--- src/rtl/qkr_pkg.sv ---
// package: word types and command and status codes for the keyed-removal queue
`default_nettype none

package qkr_pkg;

  localparam int PLATE_BITS = 24;

  localparam logic [1:0] KIND_INSERT = 2'd0;
  localparam logic [1:0] KIND_REMOVE = 2'd1;
  localparam logic [1:0] KIND_LIST   = 2'd2;

  localparam logic [1:0] ST_OK        = 2'd0;
  localparam logic [1:0] ST_NOT_FOUND = 2'd1;
  localparam logic [1:0] ST_FULL      = 2'd2;
  localparam logic [1:0] ST_EMPTY     = 2'd3;

  typedef struct packed {
    logic [1:0]            kind;
    logic [PLATE_BITS-1:0] plate;
  } in_word_t;

  typedef struct packed {
    logic [1:0]            status;
    logic [PLATE_BITS-1:0] plate_res;
    logic                  last;
  } out_word_t;

endpackage

`default_nettype wire

--- src/rtl/qkr_ram.sv ---
// single-port-write, single-port-read key store with registered read data
`default_nettype none

module qkr_ram #(
  parameter int DEPTH     = 16,
  parameter int WIDTH     = 24,
  parameter int ADDR_BITS = 4
) (
  input  wire logic                 clk,
  input  wire logic                 we,
  input  wire logic [ADDR_BITS-1:0] waddr,
  input  wire logic [WIDTH-1:0]     wdata,
  input  wire logic                 re,
  input  wire logic [ADDR_BITS-1:0] raddr,
  output logic      [WIDTH-1:0]     rdata
);

  logic [WIDTH-1:0] mem [DEPTH];

  always_ff @(posedge clk) begin
    if (we) begin
      mem[waddr] <= wdata;
    end
  end

  always_ff @(posedge clk) begin
    if (re) begin
      rdata <= mem[raddr];
    end
  end

endmodule

`default_nettype wire

--- src/rtl/queue_with_keyed_removal.sv ---
// top level: ordered key queue with insert, remove-by-key and list commands
//
//  channel  | ports                       | handshake
//  ---------+-----------------------------+------------------------------------
//  input    | start, busy, in_word        | word taken when start && !busy
//  result   | out_valid, out_word         | one-cycle strobe, no back-pressure
//
// insert: result in the next cycle, ready again at once.
// remove: the key store is scanned up to the match and then compacted one entry
// per cycle.
// list: one word per cycle with no gaps.
// reset: synchronous, clears occupancy and control; no clearing pass.
// the receiver cannot stall, so busy depends only on the command in progress.
`default_nettype none

module queue_with_keyed_removal #(
  parameter int DEPTH    = 16,
  parameter int KEY_BITS = 24
) (
  input  wire logic               clk,
  input  wire logic               rst_n,
  input  wire logic               start,
  output logic                    busy,
  input  wire qkr_pkg::in_word_t  in_word,
  output logic                    out_valid,
  output qkr_pkg::out_word_t      out_word
);

  import qkr_pkg::*;

  localparam int KW = (KEY_BITS < PLATE_BITS) ? KEY_BITS : PLATE_BITS;
  localparam int OW = $clog2(DEPTH + 1);
  localparam int AW = (DEPTH > 1) ? $clog2(DEPTH) : 1;

  typedef enum logic [1:0] {
    S_IDLE,
    S_SEARCH,
    S_SHIFT,
    S_LIST
  } state_t;

  state_t        state_r, state_nxt;
  logic [OW-1:0] occ_r, occ_nxt;
  logic [AW-1:0] idx_r, idx_nxt;
  logic [KW-1:0] key_r, key_nxt;
  logic          out_valid_r, out_valid_nxt;
  out_word_t     out_word_r, out_word_nxt;

  logic          mem_we;
  logic [AW-1:0] mem_waddr;
  logic [KW-1:0] mem_wdata;
  logic          mem_re;
  logic [AW-1:0] mem_raddr;
  logic [KW-1:0] mem_rdata;

  logic [KW-1:0] key_in;
  logic [OW-1:0] idx_w;
  logic [OW-1:0] idx_inc;
  logic [OW-1:0] idx_inc2;
  logic [OW-1:0] occ_last;

  assign key_in   = in_word.plate[KW-1:0];
  assign idx_w    = OW'(idx_r);
  assign idx_inc  = idx_w + OW'(1);
  assign idx_inc2 = idx_w + OW'(2);
  assign occ_last = occ_r - OW'(1);

  qkr_ram #(
    .DEPTH    (DEPTH),
    .WIDTH    (KW),
    .ADDR_BITS(AW)
  ) u_ram (
    .clk  (clk),
    .we   (mem_we),
    .waddr(mem_waddr),
    .wdata(mem_wdata),
    .re   (mem_re),
    .raddr(mem_raddr),
    .rdata(mem_rdata)
  );

  always_comb begin
    state_nxt     = state_r;
    occ_nxt       = occ_r;
    idx_nxt       = idx_r;
    key_nxt       = key_r;
    out_valid_nxt = 1'b0;
    out_word_nxt  = out_word_r;
    mem_we        = 1'b0;
    mem_waddr     = idx_r;
    mem_wdata     = mem_rdata;
    mem_re        = 1'b0;
    mem_raddr     = '0;

    case (state_r)
      S_IDLE: begin
        if (start) begin
          key_nxt = key_in;
          case (in_word.kind)
            KIND_INSERT: begin
              out_valid_nxt          = 1'b1;
              out_word_nxt.plate_res = PLATE_BITS'(key_in);
              out_word_nxt.last      = 1'b1;
              if (occ_r >= OW'(DEPTH)) begin
                out_word_nxt.status = ST_FULL;
              end else begin
                out_word_nxt.status = ST_OK;
                mem_we    = 1'b1;
                mem_waddr = AW'(occ_r);
                mem_wdata = key_in;
                occ_nxt   = occ_r + OW'(1);
              end
            end
            KIND_REMOVE: begin
              if (occ_r == '0) begin
                out_valid_nxt          = 1'b1;
                out_word_nxt.status    = ST_NOT_FOUND;
                out_word_nxt.plate_res = PLATE_BITS'(key_in);
                out_word_nxt.last      = 1'b1;
              end else begin
                mem_re    = 1'b1;
                idx_nxt   = '0;
                state_nxt = S_SEARCH;
              end
            end
            KIND_LIST: begin
              if (occ_r == '0) begin
                out_valid_nxt          = 1'b1;
                out_word_nxt.status    = ST_EMPTY;
                out_word_nxt.plate_res = '0;
                out_word_nxt.last      = 1'b1;
              end else begin
                mem_re    = 1'b1;
                idx_nxt   = '0;
                state_nxt = S_LIST;
              end
            end
            default: ;
          endcase
        end
      end

      S_SEARCH: begin
        // read data is the entry at idx_r
        if (mem_rdata == key_r) begin
          if (idx_w == occ_last) begin
            occ_nxt                = occ_r - OW'(1);
            out_valid_nxt          = 1'b1;
            out_word_nxt.status    = ST_OK;
            out_word_nxt.plate_res = PLATE_BITS'(key_r);
            out_word_nxt.last      = 1'b1;
            state_nxt              = S_IDLE;
          end else begin
            // fetch the follower; idx_r becomes the write slot
            mem_re    = 1'b1;
            mem_raddr = AW'(idx_inc);
            state_nxt = S_SHIFT;
          end
        end else if (idx_w == occ_last) begin
          out_valid_nxt          = 1'b1;
          out_word_nxt.status    = ST_NOT_FOUND;
          out_word_nxt.plate_res = PLATE_BITS'(key_r);
          out_word_nxt.last      = 1'b1;
          state_nxt              = S_IDLE;
        end else begin
          mem_re    = 1'b1;
          mem_raddr = AW'(idx_inc);
          idx_nxt   = AW'(idx_inc);
        end
      end

      S_SHIFT: begin
        // move entry idx_r + 1 up into idx_r
        mem_we    = 1'b1;
        mem_waddr = idx_r;
        mem_wdata = mem_rdata;
        if (idx_inc == occ_last) begin
          occ_nxt                = occ_r - OW'(1);
          out_valid_nxt          = 1'b1;
          out_word_nxt.status    = ST_OK;
          out_word_nxt.plate_res = PLATE_BITS'(key_r);
          out_word_nxt.last      = 1'b1;
          state_nxt              = S_IDLE;
        end else begin
          mem_re    = 1'b1;
          mem_raddr = AW'(idx_inc2);
          idx_nxt   = AW'(idx_inc);
        end
      end

      S_LIST: begin
        out_valid_nxt          = 1'b1;
        out_word_nxt.status    = ST_OK;
        out_word_nxt.plate_res = PLATE_BITS'(mem_rdata);
        out_word_nxt.last      = (idx_w == occ_last);
        if (idx_w == occ_last) begin
          state_nxt = S_IDLE;
        end else begin
          mem_re    = 1'b1;
          mem_raddr = AW'(idx_inc);
          idx_nxt   = AW'(idx_inc);
        end
      end

      default: begin
        state_nxt = S_IDLE;
      end
    endcase
  end

  always_ff @(posedge clk) begin
    if (!rst_n) begin
      state_r     <= S_IDLE;
      occ_r       <= '0;
      out_valid_r <= 1'b0;
    end else begin
      state_r     <= state_nxt;
      occ_r       <= occ_nxt;
      out_valid_r <= out_valid_nxt;
    end
    idx_r      <= idx_nxt;
    key_r      <= key_nxt;
    out_word_r <= out_word_nxt;
  end

  assign busy      = (state_r != S_IDLE);
  assign out_valid = out_valid_r;
  assign out_word  = out_word_r;

endmodule

`default_nettype wire

--- config.mk ---
export PLATFORM = sky130hd
export DESIGN_NAME = queue_with_keyed_removal
export DESIGN_NICKNAME = d
export VERILOG_FILES = /design/src/rtl/qkr_pkg.sv /design/src/rtl/qkr_ram.sv /design/src/rtl/queue_with_keyed_removal.sv
export SDC_FILE = /design/constraint.sdc
export NUM_CORES = 1
export LEC_CHECK = 0
export ABC_AREA = 0
export BUFFER_PORTS_ARGS = -buffer_cell sky130_fd_sc_hd__buf_4
export CAP_MARGIN = 10
export CORE_MARGIN = 4
export CORE_UTILIZATION = 47
export DETAILED_ROUTE_END_ITERATION = 16
export GPL_TIMING_DRIVEN = 0
export PLACE_DENSITY_LB_ADDON = 0.15
export SLEW_MARGIN = 20
export SYNTH_ARGS = -nofsm -noshare
export SYNTH_HDL_FRONTEND = slang
export SYNTH_HIERARCHICAL = 1
export SYNTH_SLANG_ARGS = --single-unit
--- constraint.sdc ---
create_clock -name clk -period 11.6 [get_ports clk]
set_input_delay 0 -clock clk [delete_from_list [all_inputs] [get_ports clk]]
set_output_delay 0 -clock clk [all_outputs]
set_load 0.02 [all_outputs]
==> summary.txt <==
Run status
  • Status: complete, no violations

Logic synthesis
  • Yosys warning count: 6
  • Post-synth EDFFs: 463
  • Synth Net Count: 1035
  • Seq/Total Area, Yosys: 73.7%
  • Yosys reg bits: 471
  • Synth unique cells: 58
  • Synth cell count leaders: edfxtp_1 (463), mux4_2 (96), a22oi_1 (72), nand2_1 (69), clkbuf_1 (34)
  • Largest family of logic cells by synthesized area: multiplexers
  • Count leader, synth: edfxtp_1
  • Synth Area in Simple Gates: 3.62%
  • Post-Syn Area: 19100 um2
  • Cells after Synth: 993
  • Syn Area/Cell: 19.2 um2
  • Mux share of post-synthesis cell area: 13.4%
  • Synth Area in Compound Gates: 4.92%
  • Adder-Cell Fraction of Synth Area: 0.852%
  • Synth top area cells: edfxtp_1 (73%), mux4_2 (11%), a22oi_1 (2.8%), mux2_2 (1.7%), nand2_1 (1.4%)
  • Synth top area share: 72.8%
  • Post-synth top flop: edfxtp_1
  • Asr flop ratio synth: 0%
  • Yosys top cell by area: edfxtp_1
  • XOR/XNOR share of the synthesized area: 1.97%

STA
  • Slew Limit Fails: 0
  • Max frequency: 196 MHz
  • Final setup fails: 0
  • Worst-margin pin slew: 0.951 ns
  • Hold Fails Final Rpt: 0
  • Setup_tns: 0 ns
  • Slew Limit Headroom: 35.9%
  • Unrepaired setup endpoints after global routing: no
  • Final Skew: 0.00867 ns
  • Min cycle time layout: 5.11 ns
  • Period utilisation layout: 44.1%

Pwr
  • PD cells: 163 nW/um2
  • Cell Int Power: 2.92 mW
  • P_leak: 7.25 nW
  • Switching power share of the total: 21.0%
  • Max VDD drop: 0.000102 V
  • Switch Pwr: 776 uW
  • Clock Power Share: 42.2%
  • Logic pwr share: 5.7%
  • Flop pwr share: 52.0%

Drt
  • Wirelength per Cell: 27.7 um
  • DR vias/cell: 5.96
  • First DRT Iteration DRCs: 1071
  • Via count: 10300
  • Remaining DRCs: 0
  • Post-route ant nets: 0
  • DR top layer: met4
  • Detailed Routing Iterations Pass 1: 5
  • Met3 Routed Length: 3480 um
  • Post-Route M1 WL: 19900 um
  • Final wirelength: 47600 um
  • Met2 wire length: 23200 um

GRT
  • First-pass GRT wire length: 69500 um
  • GRT Residual Overflow: 0
  • Largest net degree at the start of global routing: 25
  • Tot GR Track Use: 21.7%
  • Vias in the first global route: 10200
  • Initial antenna violation count: 1

Min path
  • Hold Path Class: input pin to flop

Placement
  • Dpl cell area: 20800 um2
  • GP Congestion: 0.795
  • HPWL after DPL: 32200 um
  • Port bufs: 57

Finish
  • Area grow syn2layout: 18.7%
  • Nets: 1199
  • Design area: 22700 um2
  • Share of layout cells above drive strength 1: 27.3%

Setup path
  • Critical Path Fanout Max: 14
  • CP Data Required Time: 11.88 ns
  • Critical Path AT: 5.39 ns
  • Flop-to-flop setup slack: 6.49 ns
  • Setup crit start: state_r[1]
  • FF-to-FF path depth: 11
  • Worst setup EP type: flop
  • Critical R2R Launch: state_r[1]
  • RR Endpoint: u_ram/mem[3][11]
  • Setup Crit Path Kind: flop to flop
  • CP Capture Point: u_ram/mem[3][11]
  • Crit start category: flop

Floorplan
  • IO Pins: 58
  • Core area: 39900 um2
  • Chip height: 210 um
  • Initial core utilization: 47.8%
  • Die area: 43900 um2
  • Chip width: 210 um
  • FP Rows: 73

Flow run
  • Max-Cap Viols: 0

Clock network
  • Total CTS buffers: 49
  • Postcts setup bufs: 0
  • Clk sinks: 471
  • CTS H-Tree Depth: 2
  • CTS tree: yes
  • CTS clock-pin slew for the worst setup and hold paths: 0.06 ns
  • Worst skew pair latency: 0.57 ns
  • Root Buffer: clkbuf_16
  • CTS max path bufs: 3
[placed cells by master, fill, tap and decap left out, drive strengths merged, types with 3 or more instances in the layout]
cell and count:
mux4 96, clkbuf 99, nand4 3, o21ai 33, nor4 4, nand2 69
dfxtp 8, mux2 29, nor3b 3, nor2 27, nand2b 6, xor2 20
nor2b 4, a22oi 72, clkinv 16, dlygate4sd3 28, edfxtp 463, bufinv 6
ha 13, nand3 5, nor3 9, xnor2 15, mux2i 6, o211ai 3
a21oi 7, inv 13, buf 104
[worst max-delay path, stage by stage, from the launching register on]
cell,delay [ns]
dfxtp_1,0.39
inv_1,0.13
ha_1,0.15
clkbuf_1,0.34
clkinv_1,0.36
nor2_4,0.51
nand2_1,0.31
clkbuf_1,0.34
o21ai_0,0.83
nand2_1,0.48
nor2_4,0.69
buf_8,0.25
[routing by layer]
layer	global-route usage (%)	vias up
met5	0	-
met4	5.51	0
met3	3.84	56
met2	35.1	397
met1	31.1	5416
li1	-	4385
[per-stage QoR]
step | setup WS (ns) | cells | hold slack [ns] | power, mW | util, %
finish | 6.49 | 1720 | 0.157 | 3.70 | 56.8
global route | 6.15 | 1719 | 0.130 | 3.82 | 56.8
CTS | 6.55 | 1719 | 0.0972 | 3.73 | 56.8
detailed placement | 6.56 | 1603 | 0.204 | 2.16 | 52.1
global placement | 1.83 | 1575 | 0.206 | 2.15 | 50.5
floorplan | 5.78 | 993 | 0.0989 | 2.07 | -
[worst min path at each step]
stage	startpoint	end	slack, ns	depth (start not counted)
global route	in_word[24]	out_valid	0.13	5
finish	in_word[24]	state_r[1]	0.16	5
global placement	in_word[3]	key_r[3]	0.21	1
CTS	in_word[24]	out_valid	0.1	5
floorplan	in_word[0]	key_r[0]	0.1	0
detailed placement	in_word[6]	key_r[6]	0.20	1
[timing repair]
action / CTS / global route
resized for setup: 0 / 0
endpoints found under the hold margin: 102 / 0
setup endpoints to repair: 0 / 0
hold buffers: 28 / 0
[cell type report]
class                   count  area [um2]
well taps                 525         657
clock inverters            23         260
inverters                  13        48.8
plain buffers              53         259
flip-flops and latches    471       14100
diodes                      1        2.50
clock buffers              65        1330
fillers                  3017       17300
multi-input cells         456        4850
repair buffers            113        1200
[kinds of logic (layout without fill, tap and decap cells)]
| group | Yosys count | after routing |
|---|---|---|
| other | 0 | 1 |
| AOI/OAI and AO/OA | 133 | 133 |
| DFF | 471 | 471 |
| xor gates and xnor gates | 37 | 37 |
| muxes | 131 | 131 |
| buffers and inverters | 66 | 267 |
| and+or+nand+nor | 142 | 142 |
| adders and majority gates | 13 | 13 |
[sequential cells by signal, summed over array words and instances, names as in the netlist]
name	count
u_ram/mem	384
out_word	27
key_r	24
u_ram/rdata	24
occ_r	5
idx_r	4
state_r	2
out_valid	1
[power groups by stage]
| stage | registers [mW] | clock network, mW | logic (mW) |
|---|---|---|---|
| global route | 1.92 | 1.67 | 0.227 |
| detailed placement | 1.96 | 0 | 0.204 |
| CTS | 1.92 | 1.60 | 0.212 |
| finish | 1.92 | 1.56 | 0.211 |
| floorplan | 1.97 | 0 | 0.0966 |
| global placement | 1.96 | 0 | 0.187 |
(Power assumes the default switching activity.)
